<file path="src/rtl/core/sitdt_pkg.sv">
// Shared types and constants of the signed integer to decimal text unit.
package sitdt_pkg;

  localparam int unsigned VALUE_W     = 32;
  localparam int unsigned MIN_DIG_W   = 6;
  localparam int unsigned SEP_W       = 32;
  localparam int unsigned BYTE_W      = 8;
  localparam int unsigned MAX_DIGITS  = 10;
  localparam int unsigned DIG_IDX_W   = $clog2(MAX_DIGITS);
  localparam int unsigned PAD_LIMIT_D = 32;

  localparam int unsigned QDEPTH = 2;
  localparam int unsigned QPTR_W = $clog2(QDEPTH);

  // Reciprocal of ten: q = (m * RECIP10) >> RECIP_SHIFT is exact for 32-bit m
  localparam logic [31:0] RECIP10     = 32'hCCCC_CCCD;
  localparam int unsigned RECIP_SHIFT = 35;

  localparam logic [BYTE_W-1:0] CHAR_ZERO  = 8'h30;
  localparam logic [BYTE_W-1:0] CHAR_MINUS = 8'h2D;

  localparam int unsigned CFG_IDX_W = 1;
  localparam logic [CFG_IDX_W-1:0] CFG_MIN_DIGITS = 1'd0;
  localparam logic [CFG_IDX_W-1:0] CFG_SEPARATOR  = 1'd1;

  typedef logic [3:0] digit_t;

  // One converted value waiting for the emitter
  typedef struct packed {
    logic                      neg;
    logic [DIG_IDX_W-1:0]      ndig;
    digit_t [MAX_DIGITS-1:0]   digs;
  } desc_t;

endpackage

</file>
<file path="src/rtl/core/sitdt_back.sv">
// Emitter: walks sign, pad zeros, digits and separators one byte per beat.
module sitdt_back (
  input  logic                                clk,
  input  logic                                rst_n,
  input  logic                                q_empty,
  input  sitdt_pkg::desc_t                    q_desc,
  output logic                                q_pop,
  input  logic [sitdt_pkg::MIN_DIG_W-1:0]     min_digits,
  input  logic [sitdt_pkg::SEP_W-1:0]         sep_bytes,
  output logic                                out_empty,
  input  logic                                out_pop,
  output logic [sitdt_pkg::BYTE_W-1:0]        out_text_byte,
  output logic                                out_last
);

  typedef enum logic [2:0] {
    B_IDLE,
    B_SIGN,
    B_PAD,
    B_DIGIT,
    B_SEP
  } bstate_t;

  bstate_t                                       state_r, state_nxt;
  sitdt_pkg::digit_t [sitdt_pkg::MAX_DIGITS-1:0] digs_r, digs_nxt;
  logic [sitdt_pkg::DIG_IDX_W-1:0]               k_r, k_nxt;
  logic [sitdt_pkg::MIN_DIG_W-1:0]               pad_r, pad_nxt;
  logic [1:0]                                    b_r, b_nxt;
  logic [1:0]                                    trail_r, trail_nxt;
  logic                                          group_r, group_nxt;
  logic                                          ov_r, ov_nxt;
  logic [sitdt_pkg::BYTE_W-1:0]                  byte_r, byte_nxt;
  logic                                          last_r, last_nxt;

  logic                                 adv;
  logic [sitdt_pkg::BYTE_W-1:0]         lead;
  logic [1:0]                           lead_trail;
  logic                                 lead_ok;
  logic [sitdt_pkg::MIN_DIG_W-1:0]      ndig_ext;
  logic [sitdt_pkg::MIN_DIG_W-1:0]      pad_load;
  logic                                 sep_point;
  logic [sitdt_pkg::BYTE_W-1:0]         sep_byte;

  assign adv           = !ov_r || out_pop;
  assign out_empty     = !ov_r;
  assign out_text_byte = byte_r;
  assign out_last      = last_r;
  assign q_pop         = (state_r == B_IDLE) && !q_empty;

  // Separator length from the UTF-8 lead byte
  assign lead = sep_bytes[sitdt_pkg::BYTE_W-1:0];
  always_comb begin
    lead_ok    = 1'b1;
    lead_trail = 2'd0;
    if (lead < 8'h80) begin
      lead_trail = 2'd0;
    end else if (lead < 8'hC0) begin
      lead_ok = 1'b0;
    end else if (lead < 8'hE0) begin
      lead_trail = 2'd1;
    end else if (lead < 8'hF0) begin
      lead_trail = 2'd2;
    end else if (lead < 8'hF8) begin
      lead_trail = 2'd3;
    end else begin
      lead_ok = 1'b0;
    end
  end

  assign ndig_ext = sitdt_pkg::MIN_DIG_W'(q_desc.ndig);
  assign pad_load = (min_digits > ndig_ext) ? (min_digits - ndig_ext) : '0;

  assign sep_point = group_r && (k_r inside {4'd3, 4'd6, 4'd9});
  assign sep_byte  = sep_bytes[{b_r, 3'b000} +: sitdt_pkg::BYTE_W];

  always_comb begin
    state_nxt = state_r;
    digs_nxt  = digs_r;
    k_nxt     = k_r;
    pad_nxt   = pad_r;
    b_nxt     = b_r;
    trail_nxt = trail_r;
    group_nxt = group_r;
    ov_nxt    = ov_r && !out_pop;
    byte_nxt  = byte_r;
    last_nxt  = last_r;
    case (state_r)
      B_IDLE: begin
        if (!q_empty) begin
          digs_nxt  = q_desc.digs;
          k_nxt     = q_desc.ndig - 1'b1;
          pad_nxt   = pad_load;
          trail_nxt = lead_trail;
          group_nxt = (lead != '0) && lead_ok;
          if (q_desc.neg) begin
            state_nxt = B_SIGN;
          end else if (pad_load != '0) begin
            state_nxt = B_PAD;
          end else begin
            state_nxt = B_DIGIT;
          end
        end
      end
      B_SIGN: begin
        if (adv) begin
          ov_nxt    = 1'b1;
          byte_nxt  = sitdt_pkg::CHAR_MINUS;
          last_nxt  = 1'b0;
          state_nxt = (pad_r != '0) ? B_PAD : B_DIGIT;
        end
      end
      B_PAD: begin
        if (adv) begin
          ov_nxt   = 1'b1;
          byte_nxt = sitdt_pkg::CHAR_ZERO;
          last_nxt = 1'b0;
          pad_nxt  = pad_r - 1'b1;
          if (pad_r == sitdt_pkg::MIN_DIG_W'(1)) begin
            state_nxt = B_DIGIT;
          end
        end
      end
      B_DIGIT: begin
        if (adv) begin
          ov_nxt   = 1'b1;
          byte_nxt = sitdt_pkg::CHAR_ZERO + sitdt_pkg::BYTE_W'(digs_r[k_r]);
          last_nxt = 1'b0;
          if (sep_point) begin
            b_nxt     = 2'd0;
            state_nxt = B_SEP;
          end else if (k_r == '0) begin
            last_nxt  = 1'b1;
            state_nxt = B_IDLE;
          end else begin
            k_nxt = k_r - 1'b1;
          end
        end
      end
      B_SEP: begin
        if (adv) begin
          ov_nxt   = 1'b1;
          byte_nxt = sep_byte;
          last_nxt = 1'b0;
          if (b_r == trail_r) begin
            k_nxt     = k_r - 1'b1;
            state_nxt = B_DIGIT;
          end else begin
            b_nxt = b_r + 1'b1;
          end
        end
      end
      default: state_nxt = B_IDLE;
    endcase
  end

  always_ff @(posedge clk) begin
    if (!rst_n) begin
      state_r <= B_IDLE;
      ov_r    <= 1'b0;
    end else begin
      state_r <= state_nxt;
      ov_r    <= ov_nxt;
    end
    digs_r  <= digs_nxt;
    k_r     <= k_nxt;
    pad_r   <= pad_nxt;
    b_r     <= b_nxt;
    trail_r <= trail_nxt;
    group_r <= group_nxt;
    byte_r  <= byte_nxt;
    last_r  <= last_nxt;
  end

endmodule

</file>
<file path="config.mk">
export PLATFORM = sky130hd
export DESIGN_NAME = sitdt_back
export DESIGN_NICKNAME = d
export VERILOG_FILES = /design/src/rtl/core/sitdt_pkg.sv /design/src/rtl/core/sitdt_back.sv
export SDC_FILE = /design/constraint.sdc
export NUM_CORES = 1
export LEC_CHECK = 0
export ABC_CLOCK_PERIOD_IN_PS = 3200
export BUFFER_PORTS_ARGS = -buffer_cell sky130_fd_sc_hd__buf_2
export CORE_MARGIN = 10
export CORE_UTILIZATION = 48
export DETAILED_ROUTE_END_ITERATION = 6
export GPL_TIMING_DRIVEN = 0
export PLACE_DENSITY = 0.76
export SETUP_SLACK_MARGIN = 0.02
export SLEW_MARGIN = 10
export SYNTH_ARGS = -nofsm -noshare
export SYNTH_HDL_FRONTEND = slang
export SYNTH_SLANG_ARGS = --single-unit
</file>
<file path="constraint.sdc">
create_clock -name clk -period 3.2 [get_ports clk]
set_input_delay 0.16 -clock clk [delete_from_list [all_inputs] [get_ports clk]]
set_output_delay 0.16 -clock clk [all_outputs]
set_load 0.02 [all_outputs]
</file>
==> results.cfg, run 1 <==
[outcome]
status = finished clean

[cts]
clk_pin_slew_ns = 0.07
clock_sinks = 68
insertion_delay_ns = 0.36
clock-root-buffer = clkbuf_8
cts_made_buffers = 9
clockBufferDepth = 2
cts_tree = done
cts_max_level = 3
post_cts_buffers = 0

[sta]
fmax_mhz = 432.4
timing.hold.ws_ns = 0.02316
rsz0062_at_grt = false
maxSlewViolCount = 0
max_slew_margin = 0.4243
setup_viol_count_final = 0
tns_ns = 0
worst_clock_skew_ns = 0.01660
hold_viol_final = 0
period_needed_ns = 2.313
period_share = 0.7227
worst_pin_slew_ns = 0.8603

[finish]
antenna_cells = 0
multiInputGateArea_um2 = 1582
n_fill_cell = 562
nNetsFinal = 529
regArea_um2 = 2002
syn2layout_area_growth_pct = 32.52
drive_gt1_frac = 0.3371

[drt]
viasPerCell = 5.554
dr_wl_met3_um = 837
wl_met2_um = 5346
top_layer = met4
m1WireLength_um = 3960
dr.pass1.iters = 5
ant_nets = 0
drt-total-wl_um = 10480
routedWlPerCell_um = 19.48
vias = 2988
drc = 0
drt-initial-drc-count = 180

[critical_path]
crit_path_top_delay_cell = nor3_4
crit_top_cell = buf_2
path_cells = buf_4 -> or2_1 -> buf_2 -> nor3_4 -> buf_2
r2r_setup_slack_ns = 0.96
cp-startpoint = state_r[1]
cpPeakStageDelay_ns = 0.64
start_kind = flip-flop
r2r_start = state_r[1]
crit_required_ns = 3.04
worstSetupPathType = flip-flop to output pin
worst-path-max-fanout = 14
cp_data_arrival_time_ns = 2.15
end_kind = output pin

[grt]
grt_max_degree = 19
grt_usage = 0.1866
grt_pass1_wl_um = 16670
antenna_found_initial = 0
first_global_vias = 3240
grt-ovfl-total = 0

[synth]
ys_warn_count = 0
synth_ff_type = edfxtp_1
synth_edf_count = 64
synth_area_um2 = 3701
syn_nets = 381
ys_seq_area_frac = 0.5409
syn_avg_cell_area_um2 = 12.94
ys_types = 55
async_flop_share = 0
syn_inst = 286
ys_ff_latch = 68

[placed_design]
gp_congestion = 0.8796
place_hpwl_um = 7412
io_buffers = 96

[power]
p_leak_nw = 1.921
ir_worst_vdd_mv = 0.3454
p_per_area_nw_per_um2 = 769.3
power_mw = 3.773

[die]
rows = 31
start_util = 0.5022
die_w_um = 107.8
die_y_um = 107.8
ios = 98
die-area_um2 = 11620
coreArea_um2 = 7370

[job]
maxCapViolCount = 0

[worst_hold_path]
min_from = q_desc[9]
hold_path_class = primary input to flip-flop
registers in the layout, summed over array words and instances (netlist names):
signal         count
b_r                2
digs_r            40
group_r            1
k_r                4
out_last           1
out_text_byte      8
ov_r               1
pad_r              6
state_r            3
trail_r            2
where the power goes:
part	leakage (nW)	switching [mW]	total [mW]	internal, mW
clock	0.0768	0.341	0.617	0.276
combinational	1.21	0.958	1.66	0.701
sequential	0.636	0.133	1.50	1.36
total	1.92	1.43	3.77	2.34
final timing paths:
kind / endpoint / depth (start not counted)
min: digs_r[9] / 1
min reg2reg: ov_r / 2
max reg2reg: digs_r[32] / 6
max: q_pop / 5
per-layer routing:
layer / vias to the layer above / track usage
li1: 1406 / -
met1: 1427 / 0.2051
met2: 138 / 0.3218
met3: 17 / 0.06048
met4: 0 / 0.08206
met5: - / 0
worst max-delay path: cells and delay by family (launching register included):
| family | cells | cell delay, ns |
|---|---|---|
| buffers and inverters | 3 | 0.65 |
| DFF | 1 | 0.31 |
| and+or+nand+nor | 2 | 0.84 |
layout by cell type (no fill, tap or decap), drive strengths merged, types with 3 or more instances in the layout:
master and instances:
a31o 3, clkinv 3, buf 108, dfxtp 4, nor3 6, o21ai 8, ha 7, o31ai 3
dlygate4sd3 39, xnor2 12, nor2 25, edfxtp 64, nand3 8, mux4 16, nor4 3, nand2b 5
nor2b 5, inv 10, a21oi 16, clkbuf 16, o22ai 7, nand2 17, mux2i 15
cells by family after synthesis:
kind of cell / Yosys count / share of synthesized area
and+or+nand+nor: 86 / 0.1244
adders and majority gates: 8 / 0.02907
AOI/OAI and AO/OA: 54 / 0.1011
muxes: 31 / 0.1379
xor gates and xnor gates: 14 / 0.03313
buffers and inverters: 25 / 0.03347
DFF: 68 / 0.5409
Yosys cell counts (all sizes together) (7+ instances only):
cell type	instances	area (um^2)
a21oi	16	80.08
buf	10	67.56
edfxtp	64	1922
ha	7	87.58
inv	10	37.54
mux2i	15	150.1
mux4	16	360.4
nand2	17	66.32
nand3	8	40.04
nor2	25	93.84
o21ai	8	40.04
o22ai	7	43.79
xnor2	12	105.1
metrics by stage:
step	cell area, um^2	utilization	setup WS [ns]	cells
global placement	4312	0.5851	0.1259	481
detailed placement	4354	0.5908	0.9808	483
CTS	4895	0.6642	0.8703	537
floorplan	3707	-	0.5416	286
finish	4905	0.6655	0.8874	538
global route	4905	0.6655	0.7819	538
cell type report:
cell class                 count  area share
sequential                    68      0.4082
multi-input combinational    193      0.3224
timing repair buffer         137      0.1862
clock buffer                  11     0.02679
tap                           99     0.02526
buffer                        15     0.01760
inverter                      10    0.007653
clock inverter                 5    0.005867
timing repair:
action                                 4_1_cts  5_1_grt
hold buffers                                38        1
resized for setup                            0        0
endpoints found under the hold margin       38        1
Power figures use the tool's default switching activity.
==> run 2, diff against run 1 <==
--- a/config.mk
+++ b/config.mk
@@ -5,13 +5,13 @@
 export SDC_FILE = /design/constraint.sdc
 export NUM_CORES = 1
 export LEC_CHECK = 0
-export ABC_CLOCK_PERIOD_IN_PS = 3200
+export ABC_CLOCK_PERIOD_IN_PS = 2300
 export BUFFER_PORTS_ARGS = -buffer_cell sky130_fd_sc_hd__buf_2
 export CORE_MARGIN = 10
-export CORE_UTILIZATION = 48
+export CORE_UTILIZATION = 50
 export DETAILED_ROUTE_END_ITERATION = 6
 export GPL_TIMING_DRIVEN = 0
-export PLACE_DENSITY = 0.76
+export PLACE_DENSITY = 0.75
 export SETUP_SLACK_MARGIN = 0.02
 export SLEW_MARGIN = 10
 export SYNTH_ARGS = -nofsm -noshare
==> constraint.sdc (replaced) <==
create_clock -name clk -period 2.3 [get_ports clk]
set_input_delay 0.115 -clock clk [delete_from_list [all_inputs] [get_ports clk]]
set_output_delay 0.115 -clock clk [all_outputs]
set_load 0.02 [all_outputs]
==> run 2 against run 1 <==
Utilization up 2.6 points. Combinational power grew 39%. Sequential share of layout area is 0.68 points lower. Clock-buffer cell count shrank 2. Register-to-register slack got worse by 0.63 ns. Flip-flop and latch count unchanged. Wire length down 7.3%. Highest routed layer unchanged.
==> results.cfg, run 2 (same netlist as run 1, synthesis figures left out) <==
[outcome]
status = finished clean

[cts]
insertion_delay_ns = 0.35
cts_made_buffers = 9
cts_tree = done
clockBufferDepth = 2
clk_pin_slew_ns = 0.07
clock_sinks = 68
cts_max_level = 3
clock-root-buffer = clkbuf_8

[sta]
hold_viol_final = 0
tns_ns = 0
worst_pin_slew_ns = 0.6368
max_slew_margin = 0.5739
worst_clock_skew_ns = 0.009614
rsz0062_at_grt = false
period_share = 0.8951
maxSlewViolCount = 0
period_needed_ns = 2.059
fin_ws_ns = 0.2412
setup_viol_count_final = 0
fmax_mhz = 485.7

[finish]
antenna_cells = 0
drive_gt1_frac = 0.3401
largest_reg_flops = 40
final_cell_mix = buf_2 (101), edfxtp_1 (64), dlygate4sd3_1 (40)
syn2layout_area_growth_pct = 34.75
mostFrequentLayoutCell = buf_2
nNetsFinal = 531
regMostFlops = digs_r
stdcell_count = 540

[drt]
viasPerCell = 5.478
drc = 0
vias = 2958
ant_nets = 0
drt-total-wl_um = 9716
drt-initial-drc-count = 223
routedWlPerCell_um = 17.99
dr.pass1.iters = 5

[critical_path]
cp_data_arrival_time_ns = 1.94
worstSetupPathType = flip-flop to output pin
start_kind = flip-flop
crit_required_ns = 2.18
end_kind = output pin
worst-path-max-fanout = 21
crit_path_top_delay_cell = dfxtp_1
crit_top_cell = buf_6
crit_buf_inv = 5
critical-path-top-delay-family = buffers and inverters
path_cells = buf_6 -> or2_1 -> buf_6 -> nor3_4 -> buf_8 -> buf_16 -> buf_2
cpPeakStageDelay_ns = 0.32

[worst_hold_path]
hold_path_class = primary input to flip-flop

[die]
ios = 98
rows = 31
die_w_um = 106.0
coreArea_um2 = 7214
start_util = 0.5130
die_y_um = 106.0
die-area_um2 = 11240

[grt]
grt_usage = 0.1758
antenna_found_initial = 0
grt-ovfl-total = 0
first_global_vias = 3117
grt_pass1_wl_um = 15870
grt_max_degree = 22

[placed_design]
dpl.cell_count = 483
io_buffers = 96
gp_congestion = 0.8635
place_worst_setup_slack_ns = 0.2120
place_hpwl_um = 6780

[power]
p_per_area_nw_per_um2 = 1089
ir_worst_vdd_mv = 0.5837
p_leak_nw = 1.956

[job]
maxCapViolCount = 0
## run 2: cell types whose count changed in the layout (fill, tap and decap cells not counted), sizes merged
cell / change
bufinv: +2
clkbuf: -2
buf: +1
dlygate4sd3: +1
## run 2: layout make-up
type                       count  area [um^2]
inverter                      10        37.54
tap                           99        123.9
sequential                    68         2002
buffer                        15        96.34
clock buffer                   9        123.9
clock inverter                 7        91.34
fill                         537         2227
multi-input combinational    193         1582
timing repair buffer         139        930.9
## run 2: timing repair
action                                 4_1_cts  5_1_grt
setup buffers                                1        0
setup endpoints to repair                    1        0
hold buffers                                40        0
endpoints found under the hold margin       40        0
gates resized for setup                      0        0
## run 2: through the flow
stage	utilization	instance area, um^2	hold WS, ns	power [mW]
floorplan	-	3717	0.2139	3.672
global placement	0.5990	4322	0.2910	4.163
detailed placement	0.6049	4364	0.2931	4.293
CTS	0.6913	4987	0.07088	5.424
global route	0.6913	4987	0.08107	5.754
finish	0.6913	4987	0.08373	5.432
## run 2: worst reg2reg max path, cell delays in order (launching register included)
cell	delay (ns)
edfxtp_1	0.34
buf_6	0.16
buf_6	0.19
mux4_2	0.52
mux2i_1	0.17
o22ai_1	0.13
a21oi_1	0.16
nor2_1	0.06
## run 2: metal layers
layer | vias up | GRT usage | part of all wire
met2 | 139 | 0.2981 | 0.50
met4 | 0 | 0.06867 | 0.017
met5 | - | 0 | 0
met3 | 13 | 0.05374 | 0.086
li1 | 1410 | - | -
met1 | 1396 | 0.2043 | 0.40
## run 2: report_power, final
group / internal, mW / leakage (nW) / switching, mW / total (mW)
combinational: 1.00 / 1.22 / 1.30 / 2.30
sequential: 1.89 / 0.636 / 0.156 / 2.05
clock: 0.604 / 0.101 / 0.478 / 1.08
total: 3.50 / 1.96 / 1.93 / 5.43
## run 2: path summary, 6_finish.rpt
kind | startpoint | end | slack, ns | cells after the start
worst min register to register | ov_r | ov_r | 0.71 | 2
worst max register to register | k_r[0] | out_text_byte[2] | 0.33 | 7
worst min-delay path | rst_n | state_r[2] | 0.08 | 2
worst max-delay path | state_r[1] | q_pop | 0.24 | 7
