<file path="config.mk">
export PLATFORM = sky130hd
export DESIGN_NAME = sitdt_queue
export DESIGN_NICKNAME = d
export VERILOG_FILES = /design/src/rtl/core/sitdt_pkg.sv /design/src/rtl/core/sitdt_queue.sv
export SDC_FILE = /design/constraint.sdc
export NUM_CORES = 1
export LEC_CHECK = 0
export BUFFER_PORTS_ARGS = -buffer_cell sky130_fd_sc_hd__buf_2
export CAP_MARGIN = 5
export CELL_PAD_IN_SITES_DETAIL_PLACEMENT = 2
export CELL_PAD_IN_SITES_GLOBAL_PLACEMENT = 2
export CORE_ASPECT_RATIO = 0.9
export CORE_MARGIN = 2
export CORE_UTILIZATION = 40
export DETAILED_ROUTE_END_ITERATION = 12
export PLACE_DENSITY = 0.79
export SYNTH_ARGS = -nofsm -noshare
export SYNTH_HDL_FRONTEND = slang
export SYNTH_SLANG_ARGS = --single-unit
</file>
<file path="constraint.sdc">
create_clock -name clk -period 4.4 [get_ports clk]
set_clock_uncertainty 0.2 [all_clocks]
set_input_delay 0.88 -clock clk [delete_from_list [all_inputs] [get_ports clk]]
set_output_delay 0.88 -clock clk [all_outputs]
set_load 0.03 [all_outputs]
</file>
<file path="src/rtl/core/sitdt_pkg.sv">
// Shared types and constants of the signed integer to decimal text unit.
package sitdt_pkg;

  localparam int unsigned VALUE_W     = 32;
  localparam int unsigned MIN_DIG_W   = 6;
  localparam int unsigned SEP_W       = 32;
  localparam int unsigned BYTE_W      = 8;
  localparam int unsigned MAX_DIGITS  = 10;
  localparam int unsigned DIG_IDX_W   = $clog2(MAX_DIGITS);
  localparam int unsigned PAD_LIMIT_D = 32;

  localparam int unsigned QDEPTH = 2;
  localparam int unsigned QPTR_W = $clog2(QDEPTH);

  // Reciprocal of ten: q = (m * RECIP10) >> RECIP_SHIFT is exact for 32-bit m
  localparam logic [31:0] RECIP10     = 32'hCCCC_CCCD;
  localparam int unsigned RECIP_SHIFT = 35;

  localparam logic [BYTE_W-1:0] CHAR_ZERO  = 8'h30;
  localparam logic [BYTE_W-1:0] CHAR_MINUS = 8'h2D;

  localparam int unsigned CFG_IDX_W = 1;
  localparam logic [CFG_IDX_W-1:0] CFG_MIN_DIGITS = 1'd0;
  localparam logic [CFG_IDX_W-1:0] CFG_SEPARATOR  = 1'd1;

  typedef logic [3:0] digit_t;

  // One converted value waiting for the emitter
  typedef struct packed {
    logic                      neg;
    logic [DIG_IDX_W-1:0]      ndig;
    digit_t [MAX_DIGITS-1:0]   digs;
  } desc_t;

endpackage

</file>
<file path="src/rtl/core/sitdt_queue.sv">
// Short queue of converted values between the front end and the emitter.
module sitdt_queue (
  input  logic             clk,
  input  logic             rst_n,
  input  logic             push,
  input  sitdt_pkg::desc_t wr_desc,
  output logic             full,
  input  logic             pop,
  output sitdt_pkg::desc_t rd_desc,
  output logic             empty
);

  sitdt_pkg::desc_t              mem [sitdt_pkg::QDEPTH];
  logic [sitdt_pkg::QPTR_W-1:0]  wr_ptr_r, rd_ptr_r;
  logic [sitdt_pkg::QPTR_W:0]    count_r;
  logic                          do_push, do_pop;

  assign full    = (count_r == (sitdt_pkg::QPTR_W+1)'(sitdt_pkg::QDEPTH));
  assign empty   = (count_r == '0);
  assign do_push = push && !full;
  assign do_pop  = pop && !empty;
  assign rd_desc = mem[rd_ptr_r];

  always_ff @(posedge clk) begin
    if (!rst_n) begin
      wr_ptr_r <= '0;
      rd_ptr_r <= '0;
      count_r  <= '0;
    end else begin
      if (do_push) begin
        wr_ptr_r <= wr_ptr_r + 1'b1;
      end
      if (do_pop) begin
        rd_ptr_r <= rd_ptr_r + 1'b1;
      end
      case ({do_push, do_pop})
        2'b10:   count_r <= count_r + 1'b1;
        2'b01:   count_r <= count_r - 1'b1;
        default: count_r <= count_r;
      endcase
    end
    if (do_push) begin
      mem[wr_ptr_r] <= wr_desc;
    end
  end

endmodule

</file>
==> results of run 1 <==
## cell usage after synthesis
master / number / share of area [%]
nor2b_1: 2 / 0.36
o21a_1: 1 / 0.22
inv_1: 2 / 0.22
mux2_2: 45 / 15
dfxtp_1: 5 / 2.9
nand2_1: 1 / 0.11
a21boi_1: 2 / 0.43
nand2b_2: 1 / 0.25
or3_1: 2 / 0.36
o21ai_0: 2 / 0.29
edfxtp_1: 90 / 78
and2_1: 1 / 0.18
ha_1: 1 / 0.36
buf_2: 5 / 0.72
nor2_1: 1 / 0.11
xnor2_1: 3 / 0.76
inv_2: 1 / 0.11
and3_1: 1 / 0.18
## metrics by stage
step | cell area, um^2 | cells | hold slack, ns | power, uW | util [%]
floorplan | 3470 | 166 | 0.257 | 1860 | -
global placement | 4070 | 375 | 0.265 | 2090 | 48.0
finish | 4260 | 391 | 0.330 | 2640 | 50.2
global route | 4260 | 391 | 0.356 | 2770 | 50.2
CTS | 4260 | 391 | 0.348 | 2690 | 50.2
detailed placement | 4070 | 375 | 0.335 | 2130 | 48.0
## routing by layer
layer / vias up / wire, um
met5: - / 0
met4: 0 / 31
met3: 5 / 552
met2: 71 / 3790
met1: 925 / 2900
li1: 842 / -
## layout make-up
class	count	share of cell area [%]
tap	119	3.49
sequential	95	65.8
multi-input combinational	63	14.9
timing repair buffer	95	11.2
inverter	3	0.264
clock inverter	6	1.44
clock buffer	10	2.99
## layout by cell type (no fill, tap or decap), drive strengths merged, types with 2 or more instances in the layout
cell	instances
a21boi	2
buf	95
clkbuf	10
clkinv	2
clkinvlp	3
dfxtp	5
edfxtp	90
inv	3
mux2	45
nor2b	2
o21ai	2
or3	2
xnor2	3
## how the worst max path moves through the flow
| stage | from | end | slack (ns) | depth (start not counted) |
|---|---|---|---|---|
| 4_1_cts | register | rd_desc[9] | 1.18 | 2 |
| 3_3_place_gp | register | rd_desc[9] | 1.60 | 2 |
| 5_1_grt | register | rd_desc[43] | 1.10 | 2 |
| 2_1_floorplan | push | mem[0][0]$_DFFE_PP_ | 1.64 | 3 |
| 6_report | register | rd_desc[30] | 1.25 | 2 |
| 3_5_place_dp | push | mem[0][37]$_DFFE_PP_ | 1.58 | 4 |
## logic make-up after synthesis
family | share of synthesized area (%)
buffers and inverters | 1.05
AOI/OAI and AO/OA | 0.937
adders and majority gates | 0.360
muxes | 14.6
xor gates and xnor gates | 0.757
DFF | 80.7
and+or+nand+nor | 1.55
## flip-flops by register name, indices dropped and copies added (netlist names), named ones only
| name | flops |
|---|---|
| rd_ptr_r | 1 |
| mem | 90 |
| count_r | 2 |
| wr_ptr_r | 1 |
## where the power goes
part	leakage (uW)	switching [uW]	internal, uW	total (uW)
combinational	0.000600	538	308	846
clock	0.0000859	288	260	548
sequential	0.000884	105	1150	1250
## worst max-delay path, cell delays in order (launching register included)
cell and delay (ns):
dfxtp_2 1.07, mux2_2 0.44, buf_2 0.18
==> impl_metrics.py, run 1 <==
metrics = {
    "global_routing": {
        "met1_usage_pct": 18.8,
        "grt_pass1_vias": 2099,
        "grt_use_met2_pct": 27.6,
        "grt_overflow": 0,
        "grt_pass1_wl_um": 11000,
        "gr-usage-all-layers_pct": 16.2,
        "grt_max_degree": 46,
        "use_met3_pct": 6.94,
        "antenna_found_initial": 0,
        "grt.busiest_layer": "met2",
    },
    "setup_path": {
        "end_kind": "primary output",
        "critPathLaunchType": "register",
        "crit_fanout": 45,
        "timing.rr.end": "mem[0][38]$_DFFE_PP_",
        "reg2reg_from": "count_r[0]$_SDFFE_PN0P_",
        "worst-setup-path-type": "register to primary output",
        "rrSetupSlack_ns": 2.04,
        "reg2reg_depth": 4,
        "critical_path_required_ns": 3.32,
        "arrival_ns": 2.07,
    },
    "cells_and_area": {
        "multi_input_area_um2": 633,
        "drive_gt1_share_pct": 58.5,
        "n_fill_cell": 808,
        "area_delta_synth_final_pct": 22.8,
        "layout.nets": 317,
        "antenna_cells": 0,
        "seq_area_um2": 2800,
    },
    "clock_tree": {
        "cts_sinks": 95,
        "clockBufferDepth": 2,
        "cts_setup_buffers": 0,
        "cts-root-buf": "clkbuf_8",
        "cts_buffers": 9,
        "cts_resized": 0,
        "cts_tree": "yes",
        "h-tree-depth": 3,
        "clk_pin_slew_ns": 0.09,
        "insertion_delay_ns": 0.36,
        "ctsHoldBuffers": 0,
    },
    "drt": {
        "totalWireLength_um": 7280,
        "antenna_left": 0,
        "vias": 1843,
        "vias_per_cell": 4.71,
        "drt_iter0_markers": 33,
        "firstDrtPassIters": 4,
        "routedWlPerCell_um": 18.6,
        "drc": 0,
    },
    "sta": {
        "worst_pin_slew_ns": 1.11,
        "setup_ws_ns": 1.25,
        "finalSetupViolCount": 0,
        "fmax_mhz": 318,
        "hold_violations": 0,
        "slew_headroom_pct": 26.0,
        "maxSlewViolCount": 0,
        "finalCriticalPeriod_ns": 3.15,
        "finalSetupTns_ns": 0,
        "grt_setup_unrepaired": "no",
        "period_share_pct": 71.6,
    },
    "yosys": {
        "syn-cell-area_um2": 3470,
        "synth_seq_area_share_pct": 80.7,
        "synth_cell_types": 18,
        "ys_ff_latch": 95,
        "netlist_instances": 166,
        "syn-num-nets": 216,
        "syn_avg_cell_area_um2": 20.9,
        "synth_warnings": 0,
    },
    "place": {
        "dp_slack_ns": 1.58,
        "gp_congestion": 0.655,
        "dpl.hpwl_um": 4780,
        "port_buffers": 95,
    },
    "die": {
        "rows": 32,
        "die_w_um": 102,
        "core_um2": 8490,
        "dieArea_um2": 9440,
        "start_util_pct": 40.9,
        "io_pins": 96,
        "die_y_um": 92.4,
    },
    "status": {
        "status": "complete, no violations",
    },
    "power": {
        "max-vdd-ir-drop_v": 0.000266,
        "p_leak_uw": 0.00157,
        "power.density_nw_per_um2": 621,
    },
    "hold_path": {
        "hold-path-endpoint": "wr_ptr_r$_SDFFE_PN0P_",
        "hp-class": "register to register",
        "min_path_cells": 2,
        "hp-start": "wr_ptr_r$_SDFFE_PN0P_",
    },
    "flow_run": {
        "maxCapViolCount": 0,
    },
}
Power figures use the tool's default switching activity.
==> inputs of run 2 (changes only) <==
ABC_AREA = 1   (was unset)
CORE_UTILIZATION = 34   (was 40)
PLACE_DENSITY = 0.71   (was 0.79)
clock period = 2.6 ns   (was 4.4 ns; I/O delays follow)
==> impl_metrics.py, run 2 <==
metrics = {
    "sta": {
        "finalSetupTns_ns": 0,
        "maxSlewViolCount": 0,
        "finalSetupViolCount": 0,
        "fmax_mhz": 437,
        "hold_violations": 0,
        "slew_headroom_pct": 77.2,
        "grt_setup_unrepaired": "no",
        "worst_pin_slew_ns": 0.343,
        "finalCriticalPeriod_ns": 2.29,
        "period_share_pct": 88.1,
    },
    "die": {
        "die_y_um": 103,
        "dieArea_um2": 11700,
        "start_util_pct": 34.5,
        "die_w_um": 114,
        "rows": 36,
        "io_pins": 96,
        "core_um2": 10700,
    },
    "power": {
        "p_switching_uw": 1270,
        "switching_share_pct": 28.1,
        "pwr-share-comb_pct": 24.9,
        "p_int_uw": 3240,
        "clockPowerShare_pct": 32.3,
        "p_leak_uw": 0.00186,
        "power_frac_seq_pct": 42.8,
        "power.density_nw_per_um2": 969,
        "max-vdd-ir-drop_v": 0.000515,
    },
    "drt": {
        "antenna_left": 0,
        "firstDrtPassIters": 3,
        "totalWireLength_um": 7320,
        "vias_per_cell": 4.46,
        "routedWlPerCell_um": 17.3,
        "vias": 1890,
        "drc": 0,
        "drt_iter0_markers": 58,
    },
    "clock_tree": {
        "insertion_delay_ns": 0.34,
        "clockBufferDepth": 2,
        "cts_resized": 0,
        "cts_tree": "yes",
        "ctsHoldBuffers": 0,
        "cts_sinks": 95,
        "clk_pin_slew_ns": 0.06,
        "cts-root-buf": "clkbuf_16",
        "h-tree-depth": 3,
        "cts_buffers": 9,
        "cts_setup_buffers": 0,
    },
    "setup_path": {
        "max_stage_delay_ns": 0.37,
        "crit_buf_inv": 2,
        "worst-setup-path-type": "register to primary output",
        "end_kind": "primary output",
        "arrival_ns": 1.57,
        "reg2reg_from": "count_r[0]$_SDFFE_PN0P_",
        "crit_family": "buffers and inverters",
        "cp_cell_sequence": "buf_4, mux2_2, buf_2",
        "critical_path_required_ns": 1.88,
        "critPathSlowestCell": "mux2_2",
        "critPathLaunchType": "register",
        "crit_fanout": 18,
    },
    "global_routing": {
        "antenna_found_initial": 0,
        "gr-usage-all-layers_pct": 13.2,
        "grt_pass1_wl_um": 11200,
        "grt_max_degree": 44,
        "grt_overflow": 0,
        "grt_pass1_vias": 2101,
    },
    "yosys": {
        "syn-num-nets": 230,
        "syn-cell-area_um2": 3700,
        "ys_top_cells_by_count": "edfxtp_1, mux2_4, nor2_1, inv_1, nand2_1",
        "synth_largest_area_cell": "edfxtp_1",
        "netlist_instances": 180,
        "ys_ff_latch": 95,
        "synth_top_cell_area_share_pct": 73.0,
        "synth-edff-count": 90,
        "synth_warnings": 0,
        "syn_avg_cell_area_um2": 20.6,
        "yosysMostFrequentCell": "edfxtp_1",
        "synth_ff_type": "edfxtp_1",
        "synth_cell_types": 15,
        "ys_async_sr_fraction_pct": 0,
        "synth_seq_area_share_pct": 75.8,
        "synth_area_leaders": "edfxtp_1, mux2_4, dfxtp_1",
    },
    "hold_path": {
        "hp-class": "primary input to register",
        "hp-start": "wr_desc[3]",
    },
    "cells_and_area": {
        "biggestRegsByFlops": "mem: 90 flops, count_r: 2 flops",
        "final_cell_mix": "buf_2, edfxtp_1, mux2_4",
        "antenna_cells": 0,
        "final_common_cell": "buf_2",
        "drive_gt1_share_pct": 55.3,
        "largest_reg_flops": 90,
        "top_register": "mem",
        "layout.nets": 336,
        "final-instance-count-excl-fill": 424,
        "area_delta_synth_final_pct": 25.8,
    },
    "place": {
        "port_buffers": 95,
        "dp_cells": 408,
        "gp_congestion": 0.630,
        "dpl.hpwl_um": 4990,
    },
    "flow_run": {
        "maxCapViolCount": 0,
    },
    "status": {
        "status": "complete, no violations",
    },
}
-- run 2: changes by cell type in the layout (fill, tap and decap cells not counted), sizes merged, moves of 2 or more --
cell	previous run	this run
inv	3	9
nor2b	2	0
nor2	1	13
buf	95	100
or3	2	0
xnor2	3	0
nand2	1	8
clkinvlp	3	0
clkbuf	10	12
bufinv	1	3
a21boi	2	0
-- run 2: final cells by class --
class / count / area [um^2]
clock inverters: 4 / 93.8
repair buffers: 100 / 538
multi-input cells: 71 / 779
flip-flops and latches: 95 / 2810
clock buffers: 12 / 236
fillers: 1039 / 6070
inverters: 9 / 33.8
well taps: 133 / 166
-- run 2: final timing paths --
| kind | slack [ns] | cells past startpoint | endpoint |
|---|---|---|---|
| max reg2reg | 0.83 | 5 | mem[0][41]$_DFFE_PP_ |
| min reg2reg | 0.31 | 2 | rd_ptr_r$_SDFFE_PN0P_ |
| min | 0.17 | 1 | mem[0][3]$_DFFE_PP_ |
| max | 0.31 | 3 | rd_desc[30] |
-- run 2: metal layers --
metal	wire length [um]	GRT usage, %	up-vias	part of all wire [%]
li1	-	-	888	-
met1	3050	15.2	933	42
met2	3740	22.5	58	51
met3	446	5.17	11	6.1
met4	94	4.78	0	1.3
met5	0	0	-	0
-- run 2: cell families after synthesis --
kind of cell             after synthesis  share of synthesized area [%]
AND/OR/NAND/NOR                       23                           2.50
adder cells (fa/ha/maj)                1                          0.338
AO/OA/AOI/OAI                          2                          0.270
multiplexers                          45                           17.8
flip-flops                            95                           75.8
buffers and inverters                 14                           3.38
-- run 2: metrics by stage --
step	util [%]	instance area [um^2]	setup slack [ns]	total power (uW)	hold slack [ns]
after global placement	40.3	4320	0.663	3070	0.271
after global routing	43.4	4650	0.235	4710	0.159
after CTS	43.4	4650	0.270	4580	0.155
final	43.4	4650	0.310	4510	0.170
after detailed placement	40.3	4320	0.651	3110	0.297
after floorplan	-	3700	0.0399	2830	0.252
-- run 2: power by group through the flow --
stage	Combinational, uW	Clock [uW]	Sequential [uW]
4_1_cts	1150	1500	1930
5_1_grt	1210	1560	1950
3_5_place_dp	1150	0	1960
3_3_place_gp	1120	0	1950
2_1_floorplan	891	0	1940
6_report	1120	1460	1930
==> inputs of run 3 (changes only) <==
ABC_AREA = 0   (was 1)
CORE_UTILIZATION = 33   (was 34)
PLACE_DENSITY = 0.7   (was 0.71)
==> impl_metrics.py, run 3 (synthesis results as in run 1) <==
metrics = {
    "power": {
        "p_leak_uw": 0.00166,
        "max-vdd-ir-drop_v": 0.000461,
        "power.density_nw_per_um2": 1100,
    },
    "sta": {
        "hold_violations": 0,
        "holdWs_ns": 0.171,
        "finalSetupViolCount": 0,
        "worst_pin_slew_ns": 0.310,
        "finalCriticalPeriod_ns": 2.26,
        "maxSlewViolCount": 0,
        "slew_headroom_pct": 79.3,
        "period_share_pct": 86.8,
        "fmax_mhz": 443,
        "grt_setup_unrepaired": "no",
        "finalSetupTns_ns": 0,
    },
    "cells_and_area": {
        "n_fill_cell": 976,
        "seq_area_um2": 2800,
        "top_register": "mem",
        "area_delta_synth_final_pct": 28.1,
        "layout.nets": 321,
        "drive_gt1_share_pct": 59.4,
        "final_util_pct": 43.4,
        "largest_reg_flops": 90,
        "multi_input_area_um2": 633,
        "final_cell_mix": "buf_2, edfxtp_1, mux2_2",
        "biggestRegsByFlops": "mem: 90 flops, count_r: 2 flops",
        "antenna_cells": 0,
        "final_common_cell": "buf_2",
    },
    "clock_tree": {
        "cts_tree": "yes",
        "clk_pin_slew_ns": 0.07,
        "cts_setup_buffers": 0,
        "clockBufferDepth": 2,
        "cts_resized": 0,
        "cts_sinks": 95,
        "cts-root-buf": "clkbuf_16",
        "cts_buffers": 9,
        "insertion_delay_ns": 0.33,
        "ctsHoldBuffers": 0,
        "h-tree-depth": 3,
    },
    "drt": {
        "vias_per_cell": 4.48,
        "firstDrtPassIters": 4,
        "drt_iter0_markers": 21,
        "antenna_left": 0,
        "totalWireLength_um": 6750,
        "vias": 1815,
        "drc": 0,
        "routedWlPerCell_um": 16.7,
    },
    "die": {
        "dieArea_um2": 11400,
        "rows": 35,
        "die_w_um": 112,
        "die_y_um": 101,
        "core_um2": 10200,
        "io_pins": 96,
        "start_util_pct": 33.9,
    },
    "global_routing": {
        "grt_pass1_vias": 2086,
        "grt_max_degree": 46,
        "grt_pass1_wl_um": 10800,
        "antenna_found_initial": 0,
        "grt_overflow": 0,
        "gr-usage-all-layers_pct": 12.4,
    },
    "setup_path": {
        "end_kind": "primary output",
        "critPathLaunchType": "register",
        "worst-setup-path-type": "register to primary output",
        "reg2reg_from": "count_r[0]$_SDFFE_PN0P_",
        "critical_path_required_ns": 1.88,
        "arrival_ns": 1.54,
        "crit_fanout": 23,
    },
    "hold_path": {
        "hp-class": "primary input to register",
        "hp-start": "wr_desc[16]",
    },
    "place": {
        "gp_congestion": 0.647,
        "dpl.hpwl_um": 4540,
        "port_buffers": 95,
    },
    "flow_run": {
        "maxCapViolCount": 0,
    },
    "status": {
        "status": "complete, no violations",
    },
}
[run 3: per-stage QoR]
stage               setup slack, ns  instance area [um^2]  total power (uW)  instances
finish                        0.342                  4450              4870        405
global route                  0.247                  4450              5120        405
CTS                           0.295                  4450              4970        405
detailed placement            0.610                  4140              3620        389
global placement              0.666                  4140              3590        389
floorplan                     0.146                  3470              3150        166
[run 3: path summary, 6_finish.rpt]
| kind | endpoint | slack (ns) | cells past startpoint |
|---|---|---|---|
| hold reg to reg | wr_ptr_r$_SDFFE_PN0P_ | 0.32 | 2 |
| setup / recovery | rd_desc[19] | 0.34 | 3 |
| setup reg to reg | mem[0][5]$_DFFE_PP_ | 0.69 | 5 |
| hold / removal | mem[0][16]$_DFFE_PP_ | 0.17 | 1 |
[run 3: routing by layer]
| layer | up-vias | GRT usage (%) | share of wire (%) |
|---|---|---|---|
| met5 | - | 0 | 0 |
| met4 | 0 | 4.50 | 1.2 |
| met3 | 7 | 3.41 | 4.5 |
| met2 | 54 | 21.6 | 52 |
| met1 | 898 | 15.1 | 42 |
| li1 | 856 | - | - |
[run 3: layout make-up]
class	instances	share of cell area [%]
clock buffers	11	5.46
inverters	3	0.253
flip-flops and latches	95	63.1
repair buffers	99	11.9
multi-input cells	63	14.2
well taps	129	3.63
clock inverters	5	1.44
[run 3: power breakdown]
| group | leakage [uW] | total, uW | switching, uW | internal (uW) |
|---|---|---|---|---|
| combinational | 0.000628 | 1550 | 993 | 555 |
| clock | 0.000147 | 1320 | 539 | 780 |
| sequential | 0.000884 | 2000 | 68.8 | 1930 |
[run 3: critical path, stage by stage (launching register included)]
cell	delay, ns
dfxtp_2	0.33
buf_4	0.30
mux2_2	0.39
buf_2	0.18
